**src/rtl/assert_macros.svh**
```systemverilog
// ----------------------------------------------------------------------------
// Assertion macros
// Shared concurrent assertion forms for the sprite row decoder.
// ----------------------------------------------------------------------------
`ifndef ASSERT_MACROS_SVH
`define ASSERT_MACROS_SVH

// checked on every rising edge, off while reset is high
`define RSD_ASSERT(lbl, clk, rst, prop, msg) \
   lbl: assert property (@(posedge clk) disable iff (rst) prop) else $error(msg);

// checked on every rising edge, reset included
`define RSD_ASSERT_ALWAYS(lbl, clk, prop, msg) \
   lbl: assert property (@(posedge clk) prop) else $error(msg);

`endif

```
**src/rtl/rsd_pkg.sv**
```systemverilog
// ----------------------------------------------------------------------------
// rsd_pkg
// Types, register codes and color expansion for the sprite row decoder.
// ----------------------------------------------------------------------------
package rsd_pkg;

   localparam int CsrWidthW = 2;
   localparam int CsrDataW  = 10;

   localparam logic [CsrWidthW-1:0] CsrSpriteWidth  = 2'd0;
   localparam logic [CsrWidthW-1:0] CsrSpriteHeight = 2'd1;
   localparam logic [CsrWidthW-1:0] CsrDecodeMode   = 2'd2;

   localparam logic [7:0]  CmdEndRow   = 8'h00;
   localparam logic [7:0]  MaskCount   = 8'h7F;
   localparam logic [7:0]  ScaleRg     = 8'd36;
   localparam logic [7:0]  ScaleBlue   = 8'd85;
   localparam logic [7:0]  MaskRed     = 8'hE0;
   localparam logic [7:0]  MaskGreen   = 8'h1C;
   localparam logic [31:0] AlphaOpaque = 32'hFF000000;
   localparam int          ColumnSat   = 4095;

   typedef struct packed {
      logic [9:0] width;
      logic [9:0] height;
      logic       raw_mode;
   } rsd_cfg_type;

   typedef struct packed {
      logic [8:0] row_number;
      logic       row_start;
      logic [7:0] data_byte;
   } rsd_item_type;

   typedef struct packed {
      logic [31:0] argb;
      logic [8:0]  row;
      logic [8:0]  column;
   } rsd_pixel_type;

   // 3-3-2 index scaled by 36/36/85, index 0 transparent
   function automatic logic [31:0] rle_colour(input logic [7:0] c);
      logic [7:0] r;
      logic [7:0] g;
      logic [7:0] b;
      r = {5'd0, c[7:5]} * ScaleRg;
      g = {5'd0, c[4:2]} * ScaleRg;
      b = {6'd0, c[1:0]} * ScaleBlue;
      if (c == 8'd0) begin
         rle_colour = 32'd0;
      end else begin
         rle_colour = AlphaOpaque | {8'd0, r, g, b};
      end
   endfunction

   // 3-3-2 index placed in the top bits of each channel
   function automatic logic [31:0] raw_colour(input logic [7:0] c);
      logic [7:0] r;
      logic [7:0] g;
      logic [7:0] b;
      r = c & MaskRed;
      g = (c & MaskGreen) << 3;
      b = {c[1:0], 6'd0};
      if (c == 8'd0) begin
         raw_colour = 32'd0;
      end else begin
         raw_colour = AlphaOpaque | {8'd0, r, g, b};
      end
   endfunction

endpackage

```
**src/rtl/rsd_csr.sv**
```systemverilog
// ----------------------------------------------------------------------------
// rsd_csr
// Configuration registers: sprite width, sprite height, decode mode.
// ----------------------------------------------------------------------------
module rsd_csr
   import rsd_pkg::*;
(
   input  logic                 clock,
   input  logic                 reset,
   input  logic                 csr_wen,
   input  logic [CsrWidthW-1:0] csr_index,
   input  logic [CsrDataW-1:0]  csr_wdata,
   output rsd_cfg_type          cfg
);

   rsd_cfg_type cfg_ff;
   rsd_cfg_type cfg_in;

   always_comb begin
      cfg_in = cfg_ff;
      if (csr_wen) begin
         case (csr_index)
            CsrSpriteWidth:  cfg_in.width    = csr_wdata;
            CsrSpriteHeight: cfg_in.height   = csr_wdata;
            CsrDecodeMode:   cfg_in.raw_mode = csr_wdata[0];
            default:         cfg_in = cfg_ff;
         endcase
      end
   end

   always_ff @(posedge clock) begin
      if (reset) begin
         cfg_ff.width    <= 10'd1;
         cfg_ff.height   <= 10'd1;
         cfg_ff.raw_mode <= 1'b0;
      end else begin
         cfg_ff <= cfg_in;
      end
   end

   assign cfg = cfg_ff;

endmodule

```
**src/rtl/rsd_in_stage.sv**
```systemverilog
// ----------------------------------------------------------------------------
// rsd_in_stage
// Input register; holds one item until the decode stage takes it.
// ----------------------------------------------------------------------------
module rsd_in_stage
   import rsd_pkg::*;
(
   input  logic         clock,
   input  logic         reset,
   input  logic         in_valid,
   output logic         in_ready,
   input  rsd_item_type in_item,
   input  logic         space,
   output logic         fire,
   output rsd_item_type item
);

   logic         valid_ff;
   logic         valid_in;
   rsd_item_type item_ff;

   assign fire     = valid_ff && space;
   assign in_ready = !valid_ff || space;

   always_comb begin
      valid_in = valid_ff;
      if (in_ready) begin
         valid_in = in_valid;
      end
   end

   always_ff @(posedge clock) begin
      if (reset) begin
         valid_ff <= 1'b0;
      end else begin
         valid_ff <= valid_in;
      end
   end

   always_ff @(posedge clock) begin
      if (in_ready && in_valid) begin
         item_ff <= in_item;
      end
   end

   assign item = item_ff;

endmodule

```
**src/rtl/rsd_decode.sv**
```systemverilog
// ----------------------------------------------------------------------------
// rsd_decode
// Row state and single-pass byte decode for run-length and raw sprites.
// ----------------------------------------------------------------------------
`include "assert_macros.svh"

module rsd_decode
   import rsd_pkg::*;
#(
   parameter int MAX_DIM = 512
) (
   input  logic          clock,
   input  logic          reset,
   input  rsd_cfg_type   cfg,
   input  logic          fire,
   input  rsd_item_type  item,
   output logic          emit,
   output rsd_pixel_type pixel
);

   localparam int ColW  = $clog2(MAX_DIM + 128);
   localparam int RowW  = $clog2(MAX_DIM + 1);
   localparam int CmpW  = (ColW + 1 > 13) ? ColW + 1 : 13;

   logic [ColW-1:0] col_ff, col_in, col_v;
   logic [RowW-1:0] row_ff, row_in, row_v;
   logic [6:0]      lit_ff, lit_in, lit_v;
   logic            closed_ff, closed_in, closed_v;

   logic [CmpW-1:0] w_eff, h_eff, rown_w, col_w, row_w, col_next, row_next, skip_sum;

   always_comb begin
      w_eff = (CmpW'(cfg.width) > CmpW'(MAX_DIM)) ? CmpW'(MAX_DIM) : CmpW'(cfg.width);
      h_eff = (CmpW'(cfg.height) > CmpW'(MAX_DIM)) ? CmpW'(MAX_DIM) : CmpW'(cfg.height);
      rown_w = CmpW'(item.row_number);

      col_v    = col_ff;
      row_v    = row_ff;
      lit_v    = lit_ff;
      closed_v = closed_ff;

      if (item.row_start) begin
         col_v = '0;
         lit_v = '0;
         if (cfg.raw_mode) begin
            row_v    = '0;
            closed_v = (w_eff == '0) || (h_eff == '0);
         end else begin
            row_v    = rown_w[RowW-1:0];
            closed_v = (w_eff == '0) || (rown_w >= h_eff);
         end
      end

      col_w        = CmpW'(col_v);
      row_w        = CmpW'(row_v);
      col_next     = col_w + CmpW'(1);
      row_next     = row_w + CmpW'(1);
      skip_sum     = col_w + CmpW'(item.data_byte & MaskCount);
      pixel.column = col_w[8:0];
      pixel.row    = row_w[8:0];
      pixel.argb   = cfg.raw_mode ? raw_colour(item.data_byte) : rle_colour(item.data_byte);
      emit         = 1'b0;

      if (!closed_v) begin
         if (cfg.raw_mode) begin
            emit = 1'b1;
            if (col_next >= w_eff) begin
               col_v = '0;
               row_v = row_next[RowW-1:0];
               if (row_next >= h_eff) begin
                  closed_v = 1'b1;
               end
            end else begin
               col_v = col_next[ColW-1:0];
            end
         end else if (lit_v != '0) begin
            emit  = 1'b1;
            lit_v = lit_v - 7'd1;
            col_v = col_next[ColW-1:0];
            if (col_next >= w_eff) begin
               closed_v = 1'b1;
               lit_v    = '0;
            end
         end else if (item.data_byte == CmdEndRow) begin
            closed_v = 1'b1;
         end else if (item.data_byte[7]) begin
            // skip saturates at the column limit
            if (skip_sum > CmpW'(ColumnSat)) begin
               skip_sum = CmpW'(ColumnSat);
            end
            col_v = skip_sum[ColW-1:0];
            if (skip_sum >= w_eff) begin
               closed_v = 1'b1;
            end
         end else begin
            lit_v = item.data_byte[6:0];
         end
      end

      emit      = emit && fire;
      col_in    = fire ? col_v    : col_ff;
      row_in    = fire ? row_v    : row_ff;
      lit_in    = fire ? lit_v    : lit_ff;
      closed_in = fire ? closed_v : closed_ff;
   end

   always_ff @(posedge clock) begin
      if (reset) begin
         col_ff    <= '0;
         row_ff    <= '0;
         lit_ff    <= '0;
         closed_ff <= 1'b1;
      end else begin
         col_ff    <= col_in;
         row_ff    <= row_in;
         lit_ff    <= lit_in;
         closed_ff <= closed_in;
      end
   end

   `RSD_ASSERT(a_emit_needs_fire, clock, reset, emit |-> fire, "pixel without an item")
   `RSD_ASSERT(a_closed_ignores, clock, reset,
      (fire && closed_ff && !item.row_start) |-> !emit, "pixel from a closed row")
   `RSD_ASSERT(a_idle_holds, clock, reset,
      !fire |=> ($stable(col_ff) && $stable(lit_ff) && $stable(closed_ff)),
      "row state moved without an item")
   `RSD_ASSERT(a_literal_count, clock, reset,
      (fire && !cfg.raw_mode && !closed_ff && !item.row_start && lit_ff != '0)
      |=> (closed_ff || lit_ff == $past(lit_ff) - 7'd1), "literal count slip")

endmodule

```
**src/rtl/rsd_out_stage.sv**
```systemverilog
// ----------------------------------------------------------------------------
// rsd_out_stage
// Result register toward the pixel channel.
// ----------------------------------------------------------------------------
module rsd_out_stage
   import rsd_pkg::*;
(
   input  logic          clock,
   input  logic          reset,
   input  logic          load,
   input  rsd_pixel_type pixel,
   output logic          space,
   output logic          out_valid,
   input  logic          out_ready,
   output rsd_pixel_type out_pixel
);

   logic          valid_ff;
   logic          valid_in;
   rsd_pixel_type pixel_ff;

   assign space = !valid_ff || out_ready;

   always_comb begin
      valid_in = valid_ff;
      if (load) begin
         valid_in = 1'b1;
      end else if (out_ready) begin
         valid_in = 1'b0;
      end
   end

   always_ff @(posedge clock) begin
      if (reset) begin
         valid_ff <= 1'b0;
      end else begin
         valid_ff <= valid_in;
      end
   end

   always_ff @(posedge clock) begin
      if (load) begin
         pixel_ff <= pixel;
      end
   end

   assign out_valid = valid_ff;
   assign out_pixel = pixel_ff;

endmodule

```
**src/rtl/rle_sprite_row_decoder_unit.sv**
```systemverilog
// ----------------------------------------------------------------------------
// rle_sprite_row_decoder_unit
// Sprite byte stream to pixel writes, run-length rows or raw raster bytes.
// ----------------------------------------------------------------------------
//  channel   direction  contents
//  req_*     in         one sprite byte with row start flag and row number
//  rsp_*     out        one pixel write: column, row, ARGB
//  csr_*     in         register writes: width, height, mode
//
//  One item per cycle sustained while the result is not stalled; a byte goes
//  input register -> decode -> result register, and the decode is combinational.
//  The row counters update in the same cycle as the decode, which sets the rate.
//  Reset is synchronous and closes the row until the next row start.
//  A stalled result holds the pipe; req_tready drops only when both
//  registers are full and rsp_tready is low.
// ----------------------------------------------------------------------------
module rle_sprite_row_decoder_unit
   import rsd_pkg::*;
#(
   parameter int MAX_DIM = 512
) (
   input  logic                 clock,
   input  logic                 reset,
   input  logic                 req_tvalid,
   output logic                 req_tready,
   input  logic [23:0]          req_tdata,   // data_byte[7:0], row_number[16:8]
   input  logic                 req_tuser,   // row_start
   output logic                 rsp_tvalid,
   input  logic                 rsp_tready,
   output logic [55:0]          rsp_tdata,   // column[8:0], row[17:9], argb[49:18]
   input  logic                 csr_wen,
   input  logic [CsrWidthW-1:0] csr_index,
   input  logic [CsrDataW-1:0]  csr_wdata
);

   rsd_cfg_type   cfg;
   rsd_item_type  in_item;
   rsd_item_type  item;
   rsd_pixel_type pixel;
   rsd_pixel_type out_pixel;
   logic          space;
   logic          fire;
   logic          emit;

   assign in_item.data_byte  = req_tdata[7:0];
   assign in_item.row_number = req_tdata[16:8];
   assign in_item.row_start  = req_tuser;

   rsd_csr u_csr (
      .clock     (clock),
      .reset     (reset),
      .csr_wen   (csr_wen),
      .csr_index (csr_index),
      .csr_wdata (csr_wdata),
      .cfg       (cfg)
   );

   rsd_in_stage u_in (
      .clock    (clock),
      .reset    (reset),
      .in_valid (req_tvalid),
      .in_ready (req_tready),
      .in_item  (in_item),
      .space    (space),
      .fire     (fire),
      .item     (item)
   );

   rsd_decode #(
      .MAX_DIM (MAX_DIM)
   ) u_decode (
      .clock (clock),
      .reset (reset),
      .cfg   (cfg),
      .fire  (fire),
      .item  (item),
      .emit  (emit),
      .pixel (pixel)
   );

   rsd_out_stage u_out (
      .clock     (clock),
      .reset     (reset),
      .load      (emit),
      .pixel     (pixel),
      .space     (space),
      .out_valid (rsp_tvalid),
      .out_ready (rsp_tready),
      .out_pixel (out_pixel)
   );

   assign rsp_tdata = {6'd0, out_pixel.argb, out_pixel.row, out_pixel.column};

endmodule
```
**config.mk**
```make
export PLATFORM = sky130hd
export DESIGN_NAME = rle_sprite_row_decoder_unit
export DESIGN_NICKNAME = d
export VERILOG_FILES = /design/src/rtl/rsd_pkg.sv /design/src/rtl/rsd_csr.sv /design/src/rtl/rsd_in_stage.sv /design/src/rtl/rsd_decode.sv /design/src/rtl/rsd_out_stage.sv /design/src/rtl/rle_sprite_row_decoder_unit.sv
export VERILOG_INCLUDE_DIRS = /design/src /design/src/rtl
export SDC_FILE = /design/constraint.sdc
export NUM_CORES = 1
export LEC_CHECK = 0
export ABC_AREA = 1
export BUFFER_PORTS_ARGS = -buffer_cell sky130_fd_sc_hd__buf_2
export CAP_MARGIN = 15
export CORE_MARGIN = 8
export CORE_UTILIZATION = 55
export CTS_BUF_LIST = sky130_fd_sc_hd__clkbuf_4 sky130_fd_sc_hd__clkbuf_8
export CTS_CLUSTER_DIAMETER = 200
export DETAILED_ROUTE_END_ITERATION = 10
export PLACE_DENSITY = 0.76
export SLEW_MARGIN = 0
export SYNTH_ARGS = -nofsm -noshare
export SYNTH_HDL_FRONTEND = slang
export SYNTH_HIERARCHICAL = 1
export SYNTH_SLANG_ARGS = --single-unit
```
**constraint.sdc**
```tcl
create_clock -name clock -period 10.9 [get_ports clock]
set_input_delay 1.09 -clock clock [delete_from_list [all_inputs] [get_ports clock]]
set_output_delay 1.09 -clock clock [all_outputs]
set_load 0.02 [all_outputs]
```
# Yosys cells after proc, flatten, opt, wreduce, memory -nomap -nowiden
# Cells that the tools add are included.
# word_totals
ff_bits,119
latchBits,0
ram_bits,0
mem_bits_ro,0
inputBits,42
out_inout_bits,58
elab_cells,95
mem_count,0
# classes
addsub,4
multipliers,3
n_div,0
order_cmp,7
n_eq_ne,2
n_shift,0
n_mux,46
bitwise,0
reduce_logical,18
# ops
op,n
$mux W10,13
$mux W32,3
$mux W13,6
$mux W7,7
$ge A13 B13 Y1,3
$logic_not A13 Y1,2
$add A10 B1 Y11 const B,2
$gt A10 B10 Y1 const B,2
$mux W1,16
$ge A9 B13 Y1,1
$gt A13 B12 Y1 const B,1
$mul A3 B4 Y6 const B,2
$add A10 B7 Y11,1
$mux W9,1
$logic_not A8 Y1,1
$mul A2 B7 Y8 const B,1
$reduce_bool A7 Y1,1
$sub A7 B1 Y7 const B,1
$reduce_and A2 Y1,3
$logic_or A1 B1 Y1,4
$logic_and A1 B1 Y1,3
$eq A2 B1 Y1 const B,1
$eq A2 B2 Y1 const B,1
$logic_not A1 Y1,2
other kinds (2),2

# Depth between registers and ports, before layout
# logic_depth
ltp_word,16
depth_mapped,28
depth_no_buf,27

# By module
# Netlist, hierarchy kept.
# by_module_without_submodules
mod,instances,cells_each,area_each_um2,seq_area_each_um2
rsd_decode,1,783,4601.9,560.5
rsd_out_stage,1,55,1544.0,1521.5
rsd_csr,1,136,904.6,420.4
rsd_in_stage,1,26,595.6,560.5
rle_sprite_row_decoder_unit,1,7,48.8,0.0

# Worst setup path after synthesis
# OpenSTA, ideal clock, no wires.
# synth_path
path_type,register to register
start,register u_csr.cfg_ff (netlist bit u_csr/cfg[3])
end,register u_out.valid_ff (netlist: u_out/out_valid)
setup_time_ps,76
arrival_ps,6236
required_ps,10824
path_slack_ps,4588
path_stages_with_launch,17
n_path_buf,1
synth_period_minus_slack_ps,6312
cell_sequence,dfxtp_1 > or2_2 > nor2_1 > nand2_1 > nand2_2 > nand2_1 > ha_1 > a21oi_1 > nor2_1 > a21oi_1 > nand4_1 > nand2_1 > nand2_2 > buf_2 > a211oi_1 > inv_1 > a21oi_2
# synth_between
elab_chain_cells,9
elab_cells_between_ends,12
classes_between,order compare (2); mux (5); reduce/logical (5)
# synth_lines
element,line_no,source
"start, declared",rsd_csr.sv:16,rsd_cfg_type cfg_ff;
"start signal, assigned",rsd_csr.sv:37,cfg_ff <= cfg_in;
$gt A10 B10 Y1,rsd_decode.sv:34,h_eff = (CmpW'(cfg.height) > CmpW'(MAX_DIM)) ? CmpW'(MAX_DIM) : CmpW'(cfg.height);
$mux W10 (*),rsd_decode.sv:34,
$ge A9 B13 Y1 / $logic_not A13 Y1 (equally long branches),"rsd_decode.sv:50, rsd_decode.sv:47",
$logic_or A1 B1 Y1 (on tied branches),"rsd_decode.sv:50, rsd_decode.sv:47",
$mux W1 (*),rsd_decode.sv:45,if (cfg.raw_mode) begin
$mux W1 (*),rsd_decode.sv:42,if (item.row_start) begin
$mux W1 (*),rsd_decode.sv:64,if (!closed_v) begin
$logic_and A1 B1 Y1 (*),rsd_decode.sv:100,emit = emit && fire;
named net emit,rle_sprite_row_decoder_unit.sv:43,logic emit;
$mux W1 / $reduce_bool A2 Y1 (equally long branches),n/a,
"end signal, assigned",rsd_out_stage.sv:37,valid_ff <= valid_in;
"end, declared",rsd_out_stage.sv:18,logic valid_ff;
# The timed path passes the listed nets; every way through them passes the cells marked *.
# A chain may end at the register's enable or synchronous reset.

==> metrics.md <==
| Metric | Value |
|---|---|
| Status | finished, final reports clean |
| Post-DP HPWL | 13.47 mm |
| DIE AREA | 18,030 um^2 |
| Core Box Area | 13,770 um^2 |
| Number of synthesized flops with an enable pin | 68 |
| Drt wl/cell | 14.40 um |
| Nets | 1,154 |
| Tmin final | 4314 ps |
| Vias | 6,575 |
| IO Port Bufs | 86 |
| Initial Utilization | 0.5587 |
| Asr flop ratio synth | 0 |
| Synth Flop Type | edfxtp_1 |
| Final setup violation count | 0 |
| Mean area per synthesized cell | 7.641 um^2 |
| # clock sinks | 119 |
| Initial DRC count | 543 |
| Clock root cell | clkbuf_8 |
| CP Launch Type | register |
| Clock H-tree levels | 4 |
| Post_cts resized | 0 |
| Post-DRT Antenna Nets | 0 |
| Req. time, crit path | 11,220 ps |
| GRT Total Usage | 0.2040 |
| Slew at the pin closest to its max-slew limit | 932.2 ps |
| Num rows | 43 |
| Power density over cell area | 132.1 nW/um^2 |
| Post-Layout Cell Count | 1,259 |
| Setup Fix Bufs, Post-CTS | 0 |
| Gpl congestion | 0.9330 |
| Library cells used by synthesis | 46 |
| TNS Setup | 0 ps |
| Gr ovfl total | 0 |
| Commonest non-fill, non-tap cells in the layout | 239 x nand2_1, 134 x inv_1, 102 x nor2_1 |
| Total CTS buffers | 17 |
| Global-route wire length before repair | 29.37 mm |
| Seq/Total Area, Yosys | 0.3980 |
| Max Freq | 0.2318 GHz |
| FF+latch area | 3063 um^2 |
| Commonest non-fill, non-tap cell in the layout | nand2_1 |
| Die Wd | 134.3 um |
| Multi-input logic area | 3770 um^2 |
| Mapped Cells | 1,007 |
| WP data arrival | 4640 ps |
| Synth warn | 6 |
| CP Max Fanout | 23 |
| Slew Limit Fails | 0 |
| DR DRC count | 0 |
| Avg Vias per Cell | 5.222 |
| IO Count | 100 |
| Initial antenna violation count | 0 |
| Fillers | 1,277 |
| Share of layout cells above drive strength 1 | 0.1733 |
| CP Capture Type | register |
| Worst-Skew Late Latency | 430 ps |
| Area after DPL | 8059 um^2 |
| Hold/Removal Path Class | reg -> reg |
| Lkg Pwr | 3.856 nW |
| Number of global-route vias before repair | 6,014 |
| Largest net degree at the start of global routing | 49 |
| Seq cells post-synth | 119 |
| Placed insts | 1,225 |
| Die height | 134.3 um |
| Max Cap Viol | 0 |
| Design area | 8468 um^2 |
| Worst VDD drop | 0.1080 mV |
| Crit Path Class | reg -> reg |
| Clock Skews | 10.82 ps |
| Area grow syn2layout | 10.05% |
| RSZ-0062 raised after global routing | false |
| CTS tree | yes |
| Clk buf depth | 2 |
| Netlist Area Pre-Place | 7695 um^2 |
| Hold-fix buffers, CTS | 0 |
| Final wirelength | 18.13 mm |
| Hold Fails Final Rpt | 0 |
| Slew headroom | 0.3777 |
| Antenna cells | 0 |
| Fin crit share | 0.3958 |
| Clock-pin slew on the worst setup and hold paths | 70 ps |
| DRT Pass-1 Iters | 5 |
metrics by stage:
stage / setup slack, ps / utilization / total power [mW] / hold WS (ps)
2_1_floorplan: 4588 / - / 0.6928 / 428.5
3_3_place_gp: 6703 / 0.5851 / 0.7349 / 441.5
3_5_place_dp: 6677 / 0.5851 / 0.7396 / 445.4
4_1_cts: 6676 / 0.6132 / 1.127 / 463.2
5_1_grt: 6257 / 0.6148 / 1.182 / 485.6
6_report: 6586 / 0.6148 / 1.119 / 457.9
kinds of logic after synthesis:
group,after synthesis,synth area share
AND/OR/NAND/NOR,483,0.2818
adder cells (fa/ha/maj),46,0.07480
flip-flops,119,0.3980
AO/OA/AOI/OAI,134,0.1049
other,2,0.0009760
XOR/XNOR,18,0.02146
buffers and inverters,205,0.1180
cell type report:
| class | instances | share of cell area |
|---|---|---|
| sequential | 119 | 0.3617 |
| clock inverter | 15 | 0.01803 |
| timing repair buffer | 91 | 0.05615 |
| multi-input combinational | 691 | 0.4452 |
| inverter | 146 | 0.06472 |
| clock buffer | 17 | 0.02763 |
| tap | 180 | 0.02660 |
per-layer routing:
| metal | routed length [um] | track usage | share of wire | vias up |
|---|---|---|---|---|
| met2 | 8076 | 0.3134 | 0.45 | 253 |
| met1 | 8057 | 0.2625 | 0.44 | 2930 |
| met3 | 1420 | 0.04974 | 0.078 | 38 |
| met5 | 0 | 0 | 0 | - |
| li1 | - | - | - | 3354 |
| met4 | 580 | 0.1011 | 0.032 | 0 |
critical path, stage by stage, from the launching register on:
cell and delay [ps]:
dfxtp_1 930, inv_1 570, nand2_4 330, o22ai_2 190
ha_1 320, nand2_1 110, nor2_1 70, xor2_1 280
ha_1 310, a21oi_1 160, nor2_1 50, nor2_1 80
nand3_1 80, nand2_1 60, nand3_1 60, nand2_1 50
nand2_1 50, a21oi_1 200, nor2_1 60, nor2_1 80
nand2_1 60, nand2_1 60, nand2_1 60
sequential cells by signal (all words and copies together), names as in the netlist:
signal / cells
u_in/item: 18
u_out/out_pixel: 50
u_decode/closed_ff: 1
u_out/out_valid: 1
u_csr/cfg: 21
u_in/valid_ff: 1
u_decode/col_ff: 10
u_decode/row_ff: 10
u_decode/lit_ff: 7
synthesized netlist by cell type (all sizes together), types with 12 or more instances:
cell | number | area [um^2]
clkbuf | 22 | 82.58
nand2 | 252 | 998.4
ha | 46 | 575.6
nor2 | 113 | 471.7
nor3 | 12 | 87.58
buf | 37 | 277.8
o21ai | 31 | 155.1
nand3 | 80 | 445.4
edfxtp | 68 | 2042
inv | 145 | 544.3
dfxtp | 51 | 1021
xor2 | 15 | 138.9
a21oi | 76 | 399.1
final timing paths:
kind / startpoint / depth (start not counted) / end / slack (ps)
setup / recovery: u_csr/cfg[0] / 22 / u_decode/closed_ff / 6590
hold / removal: u_csr/cfg[11] / 2 / u_csr/cfg[11] / 460
setup reg to reg: u_csr/cfg[0] / 22 / u_decode/closed_ff / 6590
hold reg to reg: u_csr/cfg[11] / 2 / u_csr/cfg[11] / 460
report_power, final:
part	leakage [nW]	internal, mW	total [mW]	switching (mW)
clock network	0.186	0.203	0.386	0.183
logic	2.64	0.0760	0.227	0.151
registers	1.03	0.492	0.506	0.0137
total	3.86	0.771	1.12	0.347
(Power assumes the default switching activity.)
